<file path="config.mk">
export PLATFORM = sky130hd
export DESIGN_NAME = vfce_ctrl
export DESIGN_NICKNAME = d
export VERILOG_FILES = /design/src/rtl/vfce_pkg.sv /design/src/rtl/vfce_ctrl.sv
export SDC_FILE = /design/constraint.sdc
export NUM_CORES = 1
export LEC_CHECK = 0
export BUFFER_PORTS_ARGS = -buffer_cell sky130_fd_sc_hd__buf_2
export CAP_MARGIN = 0
export CELL_PAD_IN_SITES_DETAIL_PLACEMENT = 1
export CELL_PAD_IN_SITES_GLOBAL_PLACEMENT = 1
export CORE_AREA = 5 5 42 44
export CTS_CLUSTER_DIAMETER = 120
export DETAILED_ROUTE_END_ITERATION = 10
export DIE_AREA = 0 0 47 49
export MAX_ROUTING_LAYER = met4
export PLACE_DENSITY = 0.82
export SETUP_SLACK_MARGIN = 0.2
export SLEW_MARGIN = 20
export SYNTH_ARGS = -nofsm -noshare
export SYNTH_HDL_FRONTEND = slang
export SYNTH_SLANG_ARGS = --single-unit
</file>
<file path="constraint.sdc">
create_clock -name clk_i -period 3.4 [get_ports clk_i]
set_clock_uncertainty 0.1 [all_clocks]
set_input_delay 0.17 -clock clk_i [delete_from_list [all_inputs] [get_ports clk_i]]
set_output_delay 0.17 -clock clk_i [all_outputs]
set_load 0.005 [all_outputs]
</file>
<file path="src/rtl/vfce_pkg.sv">
// Shared types, constants and helpers of the voxel face cull emitter.
`default_nettype none

package vfce_pkg;

  // Chunk geometry
  localparam int CHUNK_WIDTH  = 16;
  localparam int CHUNK_HEIGHT = 128;
  localparam int SIDE_CELLS   = CHUNK_WIDTH + 2;
  localparam int STORE_DEPTH  = SIDE_CELLS * CHUNK_HEIGHT * SIDE_CELLS;
  localparam int ADDR_W       = $clog2(STORE_DEPTH);

  // Item command codes
  localparam logic CMD_STORE = 1'b0;
  localparam logic CMD_MESH  = 1'b1;

  // Block ids
  localparam logic [7:0] ID_GRASS = 8'd1;
  localparam logic [7:0] ID_STONE = 8'd2;

  // Atlas tiles
  localparam logic [7:0] TILE_GRASS_TOP    = 8'd0;
  localparam logic [7:0] TILE_GRASS_SIDE   = 8'd1;
  localparam logic [7:0] TILE_GRASS_BOTTOM = 8'd2;
  localparam logic [7:0] TILE_STONE        = 8'd3;

  // Face directions
  localparam logic [2:0] FACE_NEG_X = 3'd0;
  localparam logic [2:0] FACE_POS_X = 3'd1;
  localparam logic [2:0] FACE_NEG_Z = 3'd2;
  localparam logic [2:0] FACE_POS_Z = 3'd3;
  localparam logic [2:0] FACE_NEG_Y = 3'd4;
  localparam logic [2:0] FACE_POS_Y = 3'd5;
  localparam int         NUM_FACES  = 6;

  // Read selects: the centre cell, then one per face direction (face + 1)
  localparam logic [2:0] SEL_CENTRE = 3'd0;
  localparam logic [2:0] SEL_NEG_X  = 3'd1;
  localparam logic [2:0] SEL_POS_X  = 3'd2;
  localparam logic [2:0] SEL_NEG_Z  = 3'd3;
  localparam logic [2:0] SEL_POS_Z  = 3'd4;
  localparam logic [2:0] SEL_NEG_Y  = 3'd5;
  localparam logic [2:0] SEL_POS_Y  = 3'd6;

  typedef struct packed {
    logic       command;
    logic [4:0] pos_x;
    logic [6:0] pos_y;
    logic [4:0] pos_z;
    logic [7:0] block_id;
  } in_item_t;

  typedef struct packed {
    logic [3:0] local_x;
    logic [6:0] local_y;
    logic [3:0] local_z;
    logic [2:0] face_dir;
    logic [7:0] atlas_tile;
    logic       last_face;
  } out_item_t;

  // Controller to datapath
  typedef struct packed {
    logic       latch;
    logic       wr;
    logic       rd;
    logic [2:0] rd_sel;
    logic       emit;
  } cmd_t;

  // Datapath to controller
  typedef struct packed {
    logic cmd_store;
    logic store_ok;
    logic mesh_ok;
    logic centre_full;
    logic rem_any;
    logic rem_one;
    logic out_free;
  } sts_t;

  function automatic logic is_full(input logic [7:0] id);
    return (id == ID_GRASS) || (id == ID_STONE);
  endfunction

endpackage

`default_nettype wire

</file>
<file path="src/rtl/vfce_ctrl.sv">
// Sequencing state machine: store write, seven reads, face emission.
`default_nettype none

module vfce_ctrl (
  input  logic          clk_i,
  input  logic          rst_ni,
  input  logic          in_valid_i,
  output logic          in_ready_o,
  input  vfce_pkg::sts_t sts_i,
  output vfce_pkg::cmd_t cmd_o
);

  localparam logic [2:0] ST_IDLE  = 3'd0;
  localparam logic [2:0] ST_START = 3'd1;
  localparam logic [2:0] ST_READ  = 3'd2;
  localparam logic [2:0] ST_DRAIN = 3'd3;
  localparam logic [2:0] ST_EMIT  = 3'd4;

  logic [2:0] state_q, state_d;
  logic [2:0] cnt_q, cnt_d;

  always_comb begin
    state_d       = state_q;
    cnt_d         = cnt_q;
    in_ready_o    = 1'b0;
    cmd_o         = '0;
    cmd_o.rd_sel  = vfce_pkg::SEL_CENTRE;
    case (state_q)
      ST_IDLE: begin
        in_ready_o = 1'b1;
        if (in_valid_i) begin
          cmd_o.latch = 1'b1;
          state_d     = ST_START;
        end
      end
      ST_START: begin
        if (sts_i.cmd_store) begin
          cmd_o.wr = sts_i.store_ok;
          state_d  = ST_IDLE;
        end else if (sts_i.mesh_ok) begin
          cmd_o.rd     = 1'b1;
          cmd_o.rd_sel = vfce_pkg::SEL_CENTRE;
          cnt_d        = vfce_pkg::SEL_NEG_X;
          state_d      = ST_READ;
        end else begin
          state_d = ST_IDLE;
        end
      end
      ST_READ: begin
        cmd_o.rd     = 1'b1;
        cmd_o.rd_sel = cnt_q;
        cnt_d        = cnt_q + 3'd1;
        if (cnt_q == vfce_pkg::SEL_POS_Y) begin
          state_d = ST_DRAIN;
        end
      end
      ST_DRAIN: begin
        // last neighbour lands in the mask this cycle
        state_d = ST_EMIT;
      end
      ST_EMIT: begin
        if (!sts_i.centre_full || !sts_i.rem_any) begin
          state_d = ST_IDLE;
        end else if (sts_i.out_free) begin
          cmd_o.emit = 1'b1;
          if (sts_i.rem_one) begin
            state_d = ST_IDLE;
          end
        end
      end
      default: begin
        state_d = ST_IDLE;
      end
    endcase
  end

  always_ff @(posedge clk_i or negedge rst_ni) begin
    if (!rst_ni) begin
      state_q <= ST_IDLE;
      cnt_q   <= vfce_pkg::SEL_CENTRE;
    end else begin
      state_q <= state_d;
      cnt_q   <= cnt_d;
    end
  end

endmodule

`default_nettype wire

</file>
==> metrics.md, run 1 <==
| Metric | Value |
|---|---|
| Setup violators final | `0` |
| Horizontal die dimension | `around 47 µm` |
| Syn Nets | `56` |
| Detailed Routing Iterations Pass 1 | `2` |
| Layout-stage area growth over the synthesis result | `25.9%` |
| Largest net degree at the start of global routing | `14` |
| Hold WS | `approximately 0.091 ns` |
| Mapped Area | `approximately 430 µm²` |
| MaxCap Viol Count | `0` |
| Cell breakdown of the critical path | `nand4bb_1 -> a21oi_1 -> buf_2` |
| I/O pins | `18` |
| Die ar. | `~2300 µm²` |
| Switch share | `0.401` |
| Remaining max-slew budget at the tightest pin | `0.715` |
| TNS Setup | `0 ns` |
| Worst-path maximum fanout | `13` |
| Clock group share of total power | `0.157` |
| Insertion delay to the later sink of the worst-skew pair | `roughly 0.25 ns` |
| Worst Reg2Reg Path Length in Cells | `4` |
| Count of cells along the worst hold path | `2` |
| Outcome | `completed` |
| R2r endpoint | `cnt_q[2]` |
| Warnings from Yosys | `0` |
| Clock tree from TritonCTS | `done` |
| Share of async-settable or async-resettable flops after synthesis | `1.00` |
| Starting Density | `0.306` |
| Switch Pwr | `0.168 mW` |
| RD Place Congestion | `~0.77` |
| Logic pwr share | `0.450` |
| Remaining global-route overflow | `0` |
| Number of buffers inserted by post-CTS setup repair | `0` |
| Internal power | `~0.25 mW` |
| Clk root buf | `sky130_fd_sc_hd__clkbuf_4` |
| Clock slew at reported path FFs | `0.05 ns` |
| CTS resizes | `0` |
| Leading post-synthesis cells by cell area | `sky130_fd_sc_hd__dfrtp_1 35%, sky130_fd_sc_hd__ha_1 5.8%, sky130_fd_sc_hd__and3_1 4.4%, sky130_fd_sc_hd__a22o_1 4.1%, sky130_fd_sc_hd__nor3_1 3.5%` |
| CP required | `~3.1 ns` |
| Worst VDD drop | `~340 µV` |
| Final period utilization | `0.507` |
| Leakage | `0.282 nW` |
| Endpoint with the worst hold slack | `state_q[2]` |
| Via count of the first global-routing pass | `around 400` |
| Maximum frequency from static timing analysis | `a little under 0.6 GHz` |
| Clock tree buffer depth | `2` |
| Worst Min Path Start | `sts_i[3]` |
| Post-synthesis sequential element count | `6` |
| Arr. time, crit path | `1.45 ns` |
| Sequential area share after synthesis | `0.350` |
| Max-slew violation count | `0` |
| Cell Rows | `14` |
| Worst path top cell family by delay | `flip-flops` |
| Ratio of cells with drive above 1 in the final layout | `0.419` |
| Synth unique cells | `25` |
| Main synth FF type | `sky130_fd_sc_hd__dfrtp_1` |
| Ant diodes | `0` |
| Post-detailed-route DRC marker count | `0` |
| Chip height | `~49 µm` |
| Most frequent cell after synthesis | `sky130_fd_sc_hd__dfrtp_1` |
| Via count | `about 390` |
| H-tree level count | `1` |
| Area fraction of the dominant cell type after synthesis | `0.350` |
| Cell taking the most area after synthesis | `sky130_fd_sc_hd__dfrtp_1` |
| Initial antenna violation count | `0` |
| Syn Area/Cell | `around 10 µm²` |
| Final standard cell utilization of the core | `0.386` |
| Total GRT Usage | `0.115` |
| Post-DR wirelength/cell | `approximately 14 µm` |
| Wire length of the first global-routing pass | `approximately 1800 µm` |
| Remaining number of nets flagged by the antenna check after routing | `0` |
| Critical path type | `register to primary output` |
| Critical Path End Type | `primary output` |
| Final Hold Vio Count | `0` |
| Number of buffers and inverters on the critical path | `1` |
| Post-synthesis instance total | `44` |
| PortBufs | `17` |
| Stage delay of the slowest cell on the critical path | `between 0.5 and 0.6 ns` |
| R2r startpoint | `cnt_q[1]` |
| Cell with the largest stage delay on the worst path | `sky130_fd_sc_hd__dfrtp_1` |
| Worst R2R Setup Slack | `just under 2 ns` |
| Final HPWL DP | `892 µm` |
| Leading cell types by count after synthesis | `6 x sky130_fd_sc_hd__dfrtp_1, 4 x sky130_fd_sc_hd__nor2_1, 3 x sky130_fd_sc_hd__and3_1, 3 x sky130_fd_sc_hd__nand2_1, 3 x sky130_fd_sc_hd__nor3_1` |
| Inserted Clock Buffers | `3` |
| Unrepaired setup endpoints after global routing | `false` |
| EDFF count, synth | `0` |
| Startpoint types | `register` |
| Core area | `between 1000 and 1500 µm²` |
| Routed Wire Length | `around 1100 µm` |
| Final period demand of the worst path | `1.72 ns` |
| Sequential share of power | `0.392` |
| Transition time of the tightest slew-check pin | `approximately 0.43 ns` |
| Number of DRC markers in iteration 0 | `1` |
| Layout Nets | `76` |
| Power per cell area | `776 nW/µm²` |
| Min-Delay Path Class | `input pin to register` |
| Clock Sink Count | `6` |
| Vias per cell | `4.96` |
per-layer routing:
layer  share of wire  wire (µm)  global-route usage  up-vias
li1                -          -                   -      192
met4           0.032         35              0.0829        0
met5               0          0                   -        -
met2            0.50        546               0.163        9
met1            0.43        473               0.131      181
met3           0.041         45              0.0332        5
area by class of cell:
class | count | area, µm²
repair buffers | 18 | 95.1
clock buffers | 3 | 22.5
well taps | 16 | 20.0
flip-flops and latches | 6 | 150
fillers | 180 | 861
multi-input cells | 33 | 245
inverters | 2 | 7.51
power by group through the flow:
stage | clock (mW) | combinational, mW | sequential, mW
detailed placement | 0 | 0.192 | 0.168
finish | 0.0660 | 0.189 | 0.164
global route | 0.0750 | 0.212 | 0.174
CTS | 0.0696 | 0.194 | 0.166
floorplan | 0 | 0.179 | 0.126
global placement | 0 | 0.183 | 0.162
timing repair:
action	in CTS	in global routing
hold endpoints to repair	6	0
hold buffers	1	0
endpoints found under the setup margin	0	0
flip-flops by register name, indices dropped and copies added, names as in the netlist:
name     flops
cnt_q        3
state_q      3
cells by family after synthesis:
kind of cell               after synthesis  synth area share
and+or+nand+nor                         21             0.315
adders and majority gates                2            0.0583
buffers and inverters                    5            0.0787
DFF                                      6             0.350
muxes                                    1            0.0350
AOI/OAI and AO/OA                        9             0.163
metrics by stage:
stage | instance area, µm² | setup slack, ns | instances | power [mW]
3_5_place_dp | 508 | 1.91 | 74 | 0.360
4_1_cts | 541 | 1.64 | 78 | 0.430
2_1_floorplan | 429 | 2.05 | 44 | 0.304
3_3_place_gp | 508 | 1.96 | 74 | 0.345
6_report | 541 | 1.68 | 78 | 0.419
5_1_grt | 541 | 1.54 | 78 | 0.461
worst max path at each step:
| stage | from | endpoint | slack (ns) | cells after the start |
|---|---|---|---|---|
| floorplan | cnt_q[1] | cnt_q[2] | 2.05 | 4 |
| global placement | state_q[1] | cmd_o[4] | 1.96 | 3 |
| detailed placement | state_q[1] | cmd_o[4] | 1.91 | 3 |
| CTS | state_q[1] | cmd_o[4] | 1.64 | 3 |
| global route | state_q[1] | cmd_o[4] | 1.54 | 3 |
| finish | state_q[1] | cmd_o[4] | 1.68 | 3 |
layout by cell type, fill, tap and decap left out:
cell type,netlist,routed
sky130_fd_sc_hd__dlygate4sd3_1,0,1
sky130_fd_sc_hd__o31ai_1,1,1
sky130_fd_sc_hd__nor2b_4,1,1
sky130_fd_sc_hd__inv_1,2,2
sky130_fd_sc_hd__a32oi_1,1,1
sky130_fd_sc_hd__clkbuf_4,0,3
sky130_fd_sc_hd__a21oi_1,2,2
sky130_fd_sc_hd__nor3_1,3,3
sky130_fd_sc_hd__nand4bb_1,1,1
sky130_fd_sc_hd__nor2b_1,1,1
sky130_fd_sc_hd__a31oi_1,1,1
sky130_fd_sc_hd__a22o_1,2,2
sky130_fd_sc_hd__nor2b_2,1,1
sky130_fd_sc_hd__and2_1,1,1
sky130_fd_sc_hd__ha_1,2,2
sky130_fd_sc_hd__dfrtp_1,6,6
sky130_fd_sc_hd__nor2_1,4,4
sky130_fd_sc_hd__a32o_1,1,1
sky130_fd_sc_hd__nand2b_4,1,1
sky130_fd_sc_hd__nand3_1,1,1
sky130_fd_sc_hd__and3_1,3,3
sky130_fd_sc_hd__nand2_1,3,3
sky130_fd_sc_hd__nor3_2,1,1
sky130_fd_sc_hd__o21ba_2,1,1
sky130_fd_sc_hd__buf_2,0,17
sky130_fd_sc_hd__mux2_4,1,1
(Power assumes the default switching activity.)
==> inputs of run 2 (changes only) <==
CORE_AREA = unset   (was 5 5 42 44)
CORE_MARGIN = 5   (was unset)
CORE_UTILIZATION = 32   (was unset)
DIE_AREA = unset   (was 0 0 47 49)
clock period = 1.7 ns   (was 3.4 ns; I/O delays follow)
==> run 2 against run 1 <==
  * Routed wire length is 17% higher
  * Clock-buffer cell count stayed put
  * Register-to-register slack worse by 1.7 ns
  * Hold slack worse by 0.016 ns
  * Core utilization is 9.2 points higher
  * Non-clock buffer count is 8 higher
  * Sequential power is 92% higher
  * Critical endpoint unchanged
  * Largest cell class unchanged
  * Largest power group unchanged
  * Highest routed layer unchanged
==> metrics.md, run 2 (synthesized netlist as in run 1, its figures left out) <==
| Metric | Value |
|---|---|
| Cell with the largest stage delay on the worst path | `sky130_fd_sc_hd__dfrtp_2 (was sky130_fd_sc_hd__dfrtp_1)` |
| Remaining global-route overflow | `0 (unchanged)` |
| Routed Wire Length | `1290 µm (was 1100 µm)` |
| Endpoint with the worst hold slack | `state_q[2] (unchanged)` |
| Maximum frequency from static timing analysis | `roughly 0.68 GHz` |
| Stage delay of the slowest cell on the critical path | `0.45 ns (was 0.52 ns)` |
| Worst Min Path Start | `sts_i[1] (was sts_i[3])` |
| Final Hold Vio Count | `0 (unchanged)` |
| Count of cells along the worst hold path | `3 (was 2)` |
| Worst VDD drop | `671 µV (was 337 µV)` |
| Total power of the final layout | `0.949 mW (was 0.419 mW)` |
| Critical path type | `register to primary output (unchanged)` |
| Min-Delay Path Class | `input pin to register (unchanged)` |
| Remaining number of nets flagged by the antenna check after routing | `0 (unchanged)` |
| Cell Rows | `13 (was 14)` |
| Setup violators final | `0 (unchanged)` |
| Clock Sink Count | `6 (unchanged)` |
| Top Registers | `cnt_q (3), state_q (3) (unchanged)` |
| Max-slew violation count | `0 (unchanged)` |
| Layout Nets | `84 (was 76)` |
| Insertion delay to the later sink of the worst-skew pair | `0.25 ns (about the same)` |
| TNS Setup | `0 ns (unchanged)` |
| Leakage | `0.322 nW (was 0.282 nW)` |
| Post-detailed-route DRC marker count | `0 (unchanged)` |
| PortBufs | `17 (unchanged)` |
| Arr. time, crit path | `1.29 ns (was 1.45 ns)` |
| Largest net degree at the start of global routing | `13 (was 14)` |
| Startpoint types | `register (unchanged)` |
| Clock tree from TritonCTS | `done (unchanged)` |
| R2r startpoint | `cnt_q[1] (unchanged)` |
| R2r endpoint | `cnt_q[2] (unchanged)` |
| Switch share | `0.394 (was 0.401)` |
| Switch Pwr | `0.374 mW (was 0.168 mW)` |
| Remaining max-slew budget at the tightest pin | `0.833 (was 0.715)` |
| RD Place Congestion | `0.745 (was 0.773)` |
| Sequential share of power | `0.332 (was 0.392)` |
| Outcome | `completed (unchanged)` |
| Chip height | `46.6 µm (was 49 µm)` |
| Core area | `1280 µm² (was 1400 µm²)` |
| Number of DRC markers in iteration 0 | `5 (was 1)` |
| Worst-path maximum fanout | `7 (was 13)` |
| Internal power | `0.576 mW (was 0.251 mW)` |
| Reg area | `154 µm² (was 150 µm²)` |
| Inserted Clock Buffers | `3 (unchanged)` |
| Final period utilization | `0.870` |
| Worst path top cell family by delay | `flip-flops (unchanged)` |
| Post-DR wirelength/cell | `15.2 µm (was 14.1 µm)` |
| Worst R2R Setup Slack | `0.30 ns (was 1.97 ns)` |
| Number of buffers and inverters on the critical path | `1 (unchanged)` |
| Ratio of cells with drive above 1 in the final layout | `0.543 (was 0.419)` |
| I/O pins | `18 (unchanged)` |
| Area of the multi-input gates | `254 µm² (was 245 µm²)` |
| MaxCap Viol Count | `0 (unchanged)` |
| Most frequent cells in the layout | `17 x sky130_fd_sc_hd__buf_2, 7 x sky130_fd_sc_hd__buf_4, 4 x sky130_fd_sc_hd__nor2_1 (was 17 x sky130_fd_sc_hd__buf_2, 6 x sky130_fd_sc_hd__dfrtp_1, 4 x sky130_fd_sc_hd__nor2_1)` |
| Critical Path End Type | `primary output (unchanged)` |
| Worst Reg2Reg Path Length in Cells | `4 (unchanged)` |
| Wire length of the first global-routing pass | `2010 µm (was 1770 µm)` |
| Layout-stage area growth over the synthesis result | `43.1% (was 25.9%)` |
| Via count | `436 (was 387)` |
| Final period demand of the worst path | `around 1.5 ns` |
| Leading cell type in the layout, fill and taps excluded | `sky130_fd_sc_hd__buf_2 (unchanged)` |
| Unrepaired setup endpoints after global routing | `true (was false)` |
| Total GRT Usage | `0.144 (was 0.115)` |
| Clock tree buffer depth | `2 (unchanged)` |
| Clock slew at reported path FFs | `0.05 ns (about the same)` |
| H-tree level count | `1 (unchanged)` |
| Starting Density | `0.334 (was 0.306)` |
| Logic pwr share | `0.526 (was 0.450)` |
| Transition time of the tightest slew-check pin | `0.251 ns (was 0.428 ns)` |
| Cell breakdown of the critical path | `nand4bb_1 -> a21oi_2 -> buf_2 (was nand4bb_1 -> a21oi_1 -> buf_2)` |
| Fill cell total of the finished layout | `159 (was 180)` |
| Initial antenna violation count | `0 (unchanged)` |
| Via count of the first global-routing pass | `444 (was 395)` |
| Vias per cell | `5.13 (was 4.96)` |
| Ant diodes | `0 (unchanged)` |
| Detailed Routing Iterations Pass 1 | `2 (unchanged)` |
| Horizontal die dimension | `46.6 µm (was 47 µm)` |
| CP required | `1.51 ns (was 3.13 ns)` |
| Clk root buf | `sky130_fd_sc_hd__clkbuf_4 (unchanged)` |
| Clock group share of total power | `0.143 (was 0.157)` |
| Final HPWL DP | `811 µm (was 892 µm)` |
| Die ar. | `2170 µm² (was 2300 µm²)` |
| Power per cell area | `1540 nW/µm² (was 776 nW/µm²)` |
==> run 2: cell types whose count changed in the layout (fill, tap and decap cells not counted) <==
cell | previous run | this run
sky130_fd_sc_hd__a21oi_2 | 0 | 1
sky130_fd_sc_hd__dfrtp_2 | 0 | 3
sky130_fd_sc_hd__a21oi_1 | 2 | 1
sky130_fd_sc_hd__dfrtp_1 | 6 | 3
sky130_fd_sc_hd__buf_4 | 0 | 7
sky130_fd_sc_hd__nor3_2 | 1 | 2
sky130_fd_sc_hd__dlygate4sd3_1 | 1 | 2
sky130_fd_sc_hd__nor3_1 | 3 | 2
==> run 2: power groups by stage <==
stage	clock [mW]	sequential [mW]	combinational [mW]
2_1_floorplan	0	0.251	0.357
3_3_place_gp	0	0.330	0.357
3_5_place_dp	0	0.334	0.371
4_1_cts	0.142	0.320	0.448
5_1_grt	0.153	0.326	0.552
6_report	0.136	0.315	0.499
==> run 2: routing by layer <==
layer,global-route usage,share of wire
met1,0.157,0.41
met2,0.220,0.50
met3,0.0469,0.071
met4,0.0994,0.019
met5,-,0
==> run 2: how the worst max path moves through the flow <==
stage                    start       end  slack [ns]  depth (start not counted)
floorplan             cnt_q[1]  cnt_q[2]        0.35                          4
global placement      cnt_q[1]  cnt_q[2]        0.31                          4
detailed placement    cnt_q[1]  cnt_q[2]        0.29                          4
CTS                 state_q[2]  cmd_o[0]        0.18                          4
global route        state_q[0]  cmd_o[6]        0.14                          3
finish              state_q[1]  cmd_o[4]        0.22                          3
==> run 2: repair_timing <==
| action | CTS | global route |
|---|---|---|
| gates resized for setup | 3 | 2 |
| endpoints found under the hold margin | 7 | 0 |
| endpoints found under the setup margin | 4 | 3 |
| hold buffers | 2 | 0 |
| buffers inserted | 3 | 4 |
==> run 2: cell type report <==
cell class	count	share of cell area
clock buffers	3	0.0367
inverters	2	0.0122
repair buffers	26	0.257
multi-input cells	33	0.413
flip-flops and latches	6	0.251
well taps	15	0.0305
==> run 2: worst reg2reg max path, cell delays in order, from the launching register on <==
cell and delay, ns:
sky130_fd_sc_hd__dfrtp_1 0.41, sky130_fd_sc_hd__ha_1 0.20, sky130_fd_sc_hd__nor2b_4 0.12, sky130_fd_sc_hd__mux2_4 0.29, sky130_fd_sc_hd__a22o_1 0.17
==> run 2: through the flow <==
| step | hold slack [ns] | util | cells | setup slack (ns) | cell area (µm²) |
|---|---|---|---|---|---|
| final | 0.0752 | 0.478 | 85 | 0.221 | 614 |
| after global routing | 0.0729 | 0.478 | 85 | 0.137 | 614 |
| after CTS | 0.0674 | 0.448 | 81 | 0.175 | 576 |
| after detailed placement | -0.181 | 0.394 | 73 | 0.286 | 507 |
| after global placement | -0.182 | 0.394 | 73 | 0.310 | 507 |
| after floorplan | -0.311 | - | 44 | 0.347 | 429 |
==> inputs of run 3 (changes only) <==
clock period = 1.67 ns   (was 1.7 ns; I/O delays follow)
==> run 3 against run 2 <==
  * The run now ends with negative hold slack left
  * Hold slack worse by 0.076 ns
  * Non-clock buffer count is 2 higher
  * Cell count increased by 2.4%
  * Core utilization rose by 4.9 points
  * Clock-buffer cell count did not move
  * First-iteration DRC count is 60% lower
  * Flip-flop and latch count is the same
  * Combinational power increased by 31%
  * Die area stayed put
  * Via count is 1.4% higher
  * Power rose by 16%
  * Setup slack gained 0.0037 ns
==> metrics.md, run 3 (synthesized netlist as in run 1, its figures left out) <==
| Metric | Value |
|---|---|
| Critical path type | `register to primary output (unchanged)` |
| Detailed Routing Iterations Pass 1 | `2 (unchanged)` |
| Fill cell total of the finished layout | `155 (was 159)` |
| Initial antenna violation count | `0 (unchanged)` |
| H-tree level count | `1 (unchanged)` |
| Clock slew at reported path FFs | `0.05 ns (about the same)` |
| Cell Rows | `13 (unchanged)` |
| Final period utilization | `0.866` |
| Insertion delay to the later sink of the worst-skew pair | `0.25 ns (about the same)` |
| Layout-stage area growth over the synthesis result | `57.7% (was 43.1%)` |
| Number of buffers and inverters on the critical path | `1 (unchanged)` |
| Remaining global-route overflow | `0 (unchanged)` |
| Final Hold Vio Count | `1 (was 0)` |
| Final HPWL DP | `854 µm (was 811 µm)` |
| Unrepaired setup endpoints after global routing | `true (unchanged)` |
| Ratio of cells with drive above 1 in the final layout | `0.611 (was 0.543)` |
| Launching instance or port of the critical path | `state_q[1] (unchanged)` |
| Outcome | `complete, but fails checks (was completed)` |
| Clock Sink Count | `6 (unchanged)` |
| Wire length of the first global-routing pass | `1950 µm (was 2010 µm)` |
| Min-Delay Path Class | `input pin to register (unchanged)` |
| Area of the multi-input gates | `278 µm² (was 254 µm²)` |
| Total power of the final layout | `1.10 mW (was 0.949 mW)` |
| Worst Reg2Reg Path Length in Cells | `4 (unchanged)` |
| Ant diodes | `0 (unchanged)` |
| Number of DRC markers in iteration 0 | `2 (was 5)` |
| Chip height | `46.6 µm (unchanged)` |
| Cell breakdown of the critical path | `nand4bb_1 -> a21oi_2 -> buf_2 (unchanged)` |
| Post-detailed-route DRC marker count | `0 (unchanged)` |
| Leakage | `0.336 nW (was 0.322 nW)` |
| Total GRT Usage | `0.143 (was 0.144)` |
| Inserted Clock Buffers | `3 (unchanged)` |
| Worst-path maximum fanout | `5 (was 7)` |
| Starting Density | `0.334 (unchanged)` |
| PortBufs | `17 (unchanged)` |
| Vias per cell | `5.08 (was 5.13)` |
| Largest net degree at the start of global routing | `13 (unchanged)` |
| Reg area | `154 µm² (unchanged)` |
| Worst setup slack after placement | `0.257 ns (was 0.286 ns)` |
| Top Registers | `cnt_q (3), state_q (3) (unchanged)` |
| Transition time of the tightest slew-check pin | `0.242 ns (was 0.251 ns)` |
| Core area | `1280 µm² (unchanged)` |
| Count of cells along the worst hold path | `2 (was 3)` |
| Routed Wire Length | `1350 µm (was 1290 µm)` |
| Endpoint with the worst hold slack | `state_q[2] (unchanged)` |
| Worst Min Path Start | `sts_i[3] (was sts_i[1])` |
| Post-DR wirelength/cell | `15.5 µm (was 15.2 µm)` |
| Via count | `442 (was 436)` |
| Cell with the largest stage delay on the worst path | `sky130_fd_sc_hd__dfrtp_2 (unchanged)` |
| Maximum frequency from static timing analysis | `a little under 0.7 GHz` |
| Most frequent cells in the layout | `16 x sky130_fd_sc_hd__buf_2, 7 x sky130_fd_sc_hd__buf_4 (was 17 x sky130_fd_sc_hd__buf_2, 7 x sky130_fd_sc_hd__buf_4, 4 x sky130_fd_sc_hd__nor2_1)` |
| Failing checks | `negative hold slack` |
| Clk root buf | `sky130_fd_sc_hd__clkbuf_4 (unchanged)` |
| R2r endpoint | `cnt_q[2] (unchanged)` |
| Final period demand of the worst path | `between 1 and 1.5 ns` |
| Remaining max-slew budget at the tightest pin | `0.837 (was 0.833)` |
| Startpoint types | `register (unchanged)` |
| CP required | `1.49 ns (was 1.51 ns)` |
| Worst R2R Setup Slack | `0.24 ns (was 0.30 ns)` |
| Leading cell type in the layout, fill and taps excluded | `sky130_fd_sc_hd__buf_2 (unchanged)` |
| Via count of the first global-routing pass | `439 (was 444)` |
| Setup slack after layout | `0.224 ns (was 0.221 ns)` |
| Horizontal die dimension | `46.6 µm (unchanged)` |
| Worst path top cell family by delay | `flip-flops (unchanged)` |
| Critical Path End Type | `primary output (unchanged)` |
| Clock tree buffer depth | `2 (unchanged)` |
| Remaining number of nets flagged by the antenna check after routing | `0 (unchanged)` |
| Power per cell area | `1630 nW/µm² (was 1540 nW/µm²)` |
| Die ar. | `2170 µm² (unchanged)` |
| Hold WS | `-0.00115 ns (was 0.0752 ns)` |
| Layout Nets | `86 (was 84)` |
| Max-slew violation count | `0 (unchanged)` |
| I/O pins | `18 (unchanged)` |
| Stage delay of the slowest cell on the critical path | `0.43 ns (was 0.45 ns)` |
| Arr. time, crit path | `1.26 ns (was 1.29 ns)` |
| TNS Setup | `0 ns (unchanged)` |
| MaxCap Viol Count | `0 (unchanged)` |
| Worst VDD drop | `614 µV (was 671 µV)` |
| Clock tree from TritonCTS | `done (unchanged)` |
| Setup violators final | `0 (unchanged)` |
| R2r startpoint | `state_q[0] (was cnt_q[1])` |
| RD Place Congestion | `0.751 (was 0.745)` |
run 3: cell types whose count changed in the layout (fill, tap and decap cells not counted), sizes merged:
cell         previous run  this run
buf                    24        27
dlygate4sd3             2         1
run 3: area by class of cell:
cell class	instances	area share
Clock buffer	3	0.0333
Inverter	2	0.0111
Multi-Input combinational cell	33	0.410
Sequential cell	6	0.227
Tap cell	15	0.0277
Timing Repair Buffer	28	0.290
run 3: per-stage QoR:
stage	cells	util	area, µm²
floorplan	44	-	429
global placement	74	0.400	514
detailed placement	74	0.400	514
CTS	81	0.464	597
global route	87	0.527	677
finish	87	0.527	677
run 3: worst max-delay path by stage:
stage	to	slack, ns	depth (start not counted)
floorplan	cnt_q[2]	0.32	4
global placement	cnt_q[2]	0.28	4
detailed placement	cnt_q[2]	0.26	4
CTS	cmd_o[0]	0.19	4
global route	cmd_o[4]	0.18	3
finish	cmd_o[4]	0.22	3
run 3: power by group:
group,leakage (nW),switching [mW],internal [mW]
registers,0.0723,0.0973,0.211
logic,0.250,0.269,0.383
clock network,0.0138,0.0596,0.0818
total,0.336,0.426,0.676
run 3: per-layer routing:
metal	wire [µm]	up-vias	track usage
li1	-	213	-
met1	575	211	0.162
met2	649	16	0.203
met3	93	2	0.0586
met4	34	0	0.0994
met5	0	-	-
run 3: what timing repair did:
item,4_1_cts,5_1_grt
resized for setup,5,9
buffers inserted,3,6
hold endpoints to repair,6,0
endpoints found under the setup margin,4,6
hold buffers,1,0
pin swaps,0,7
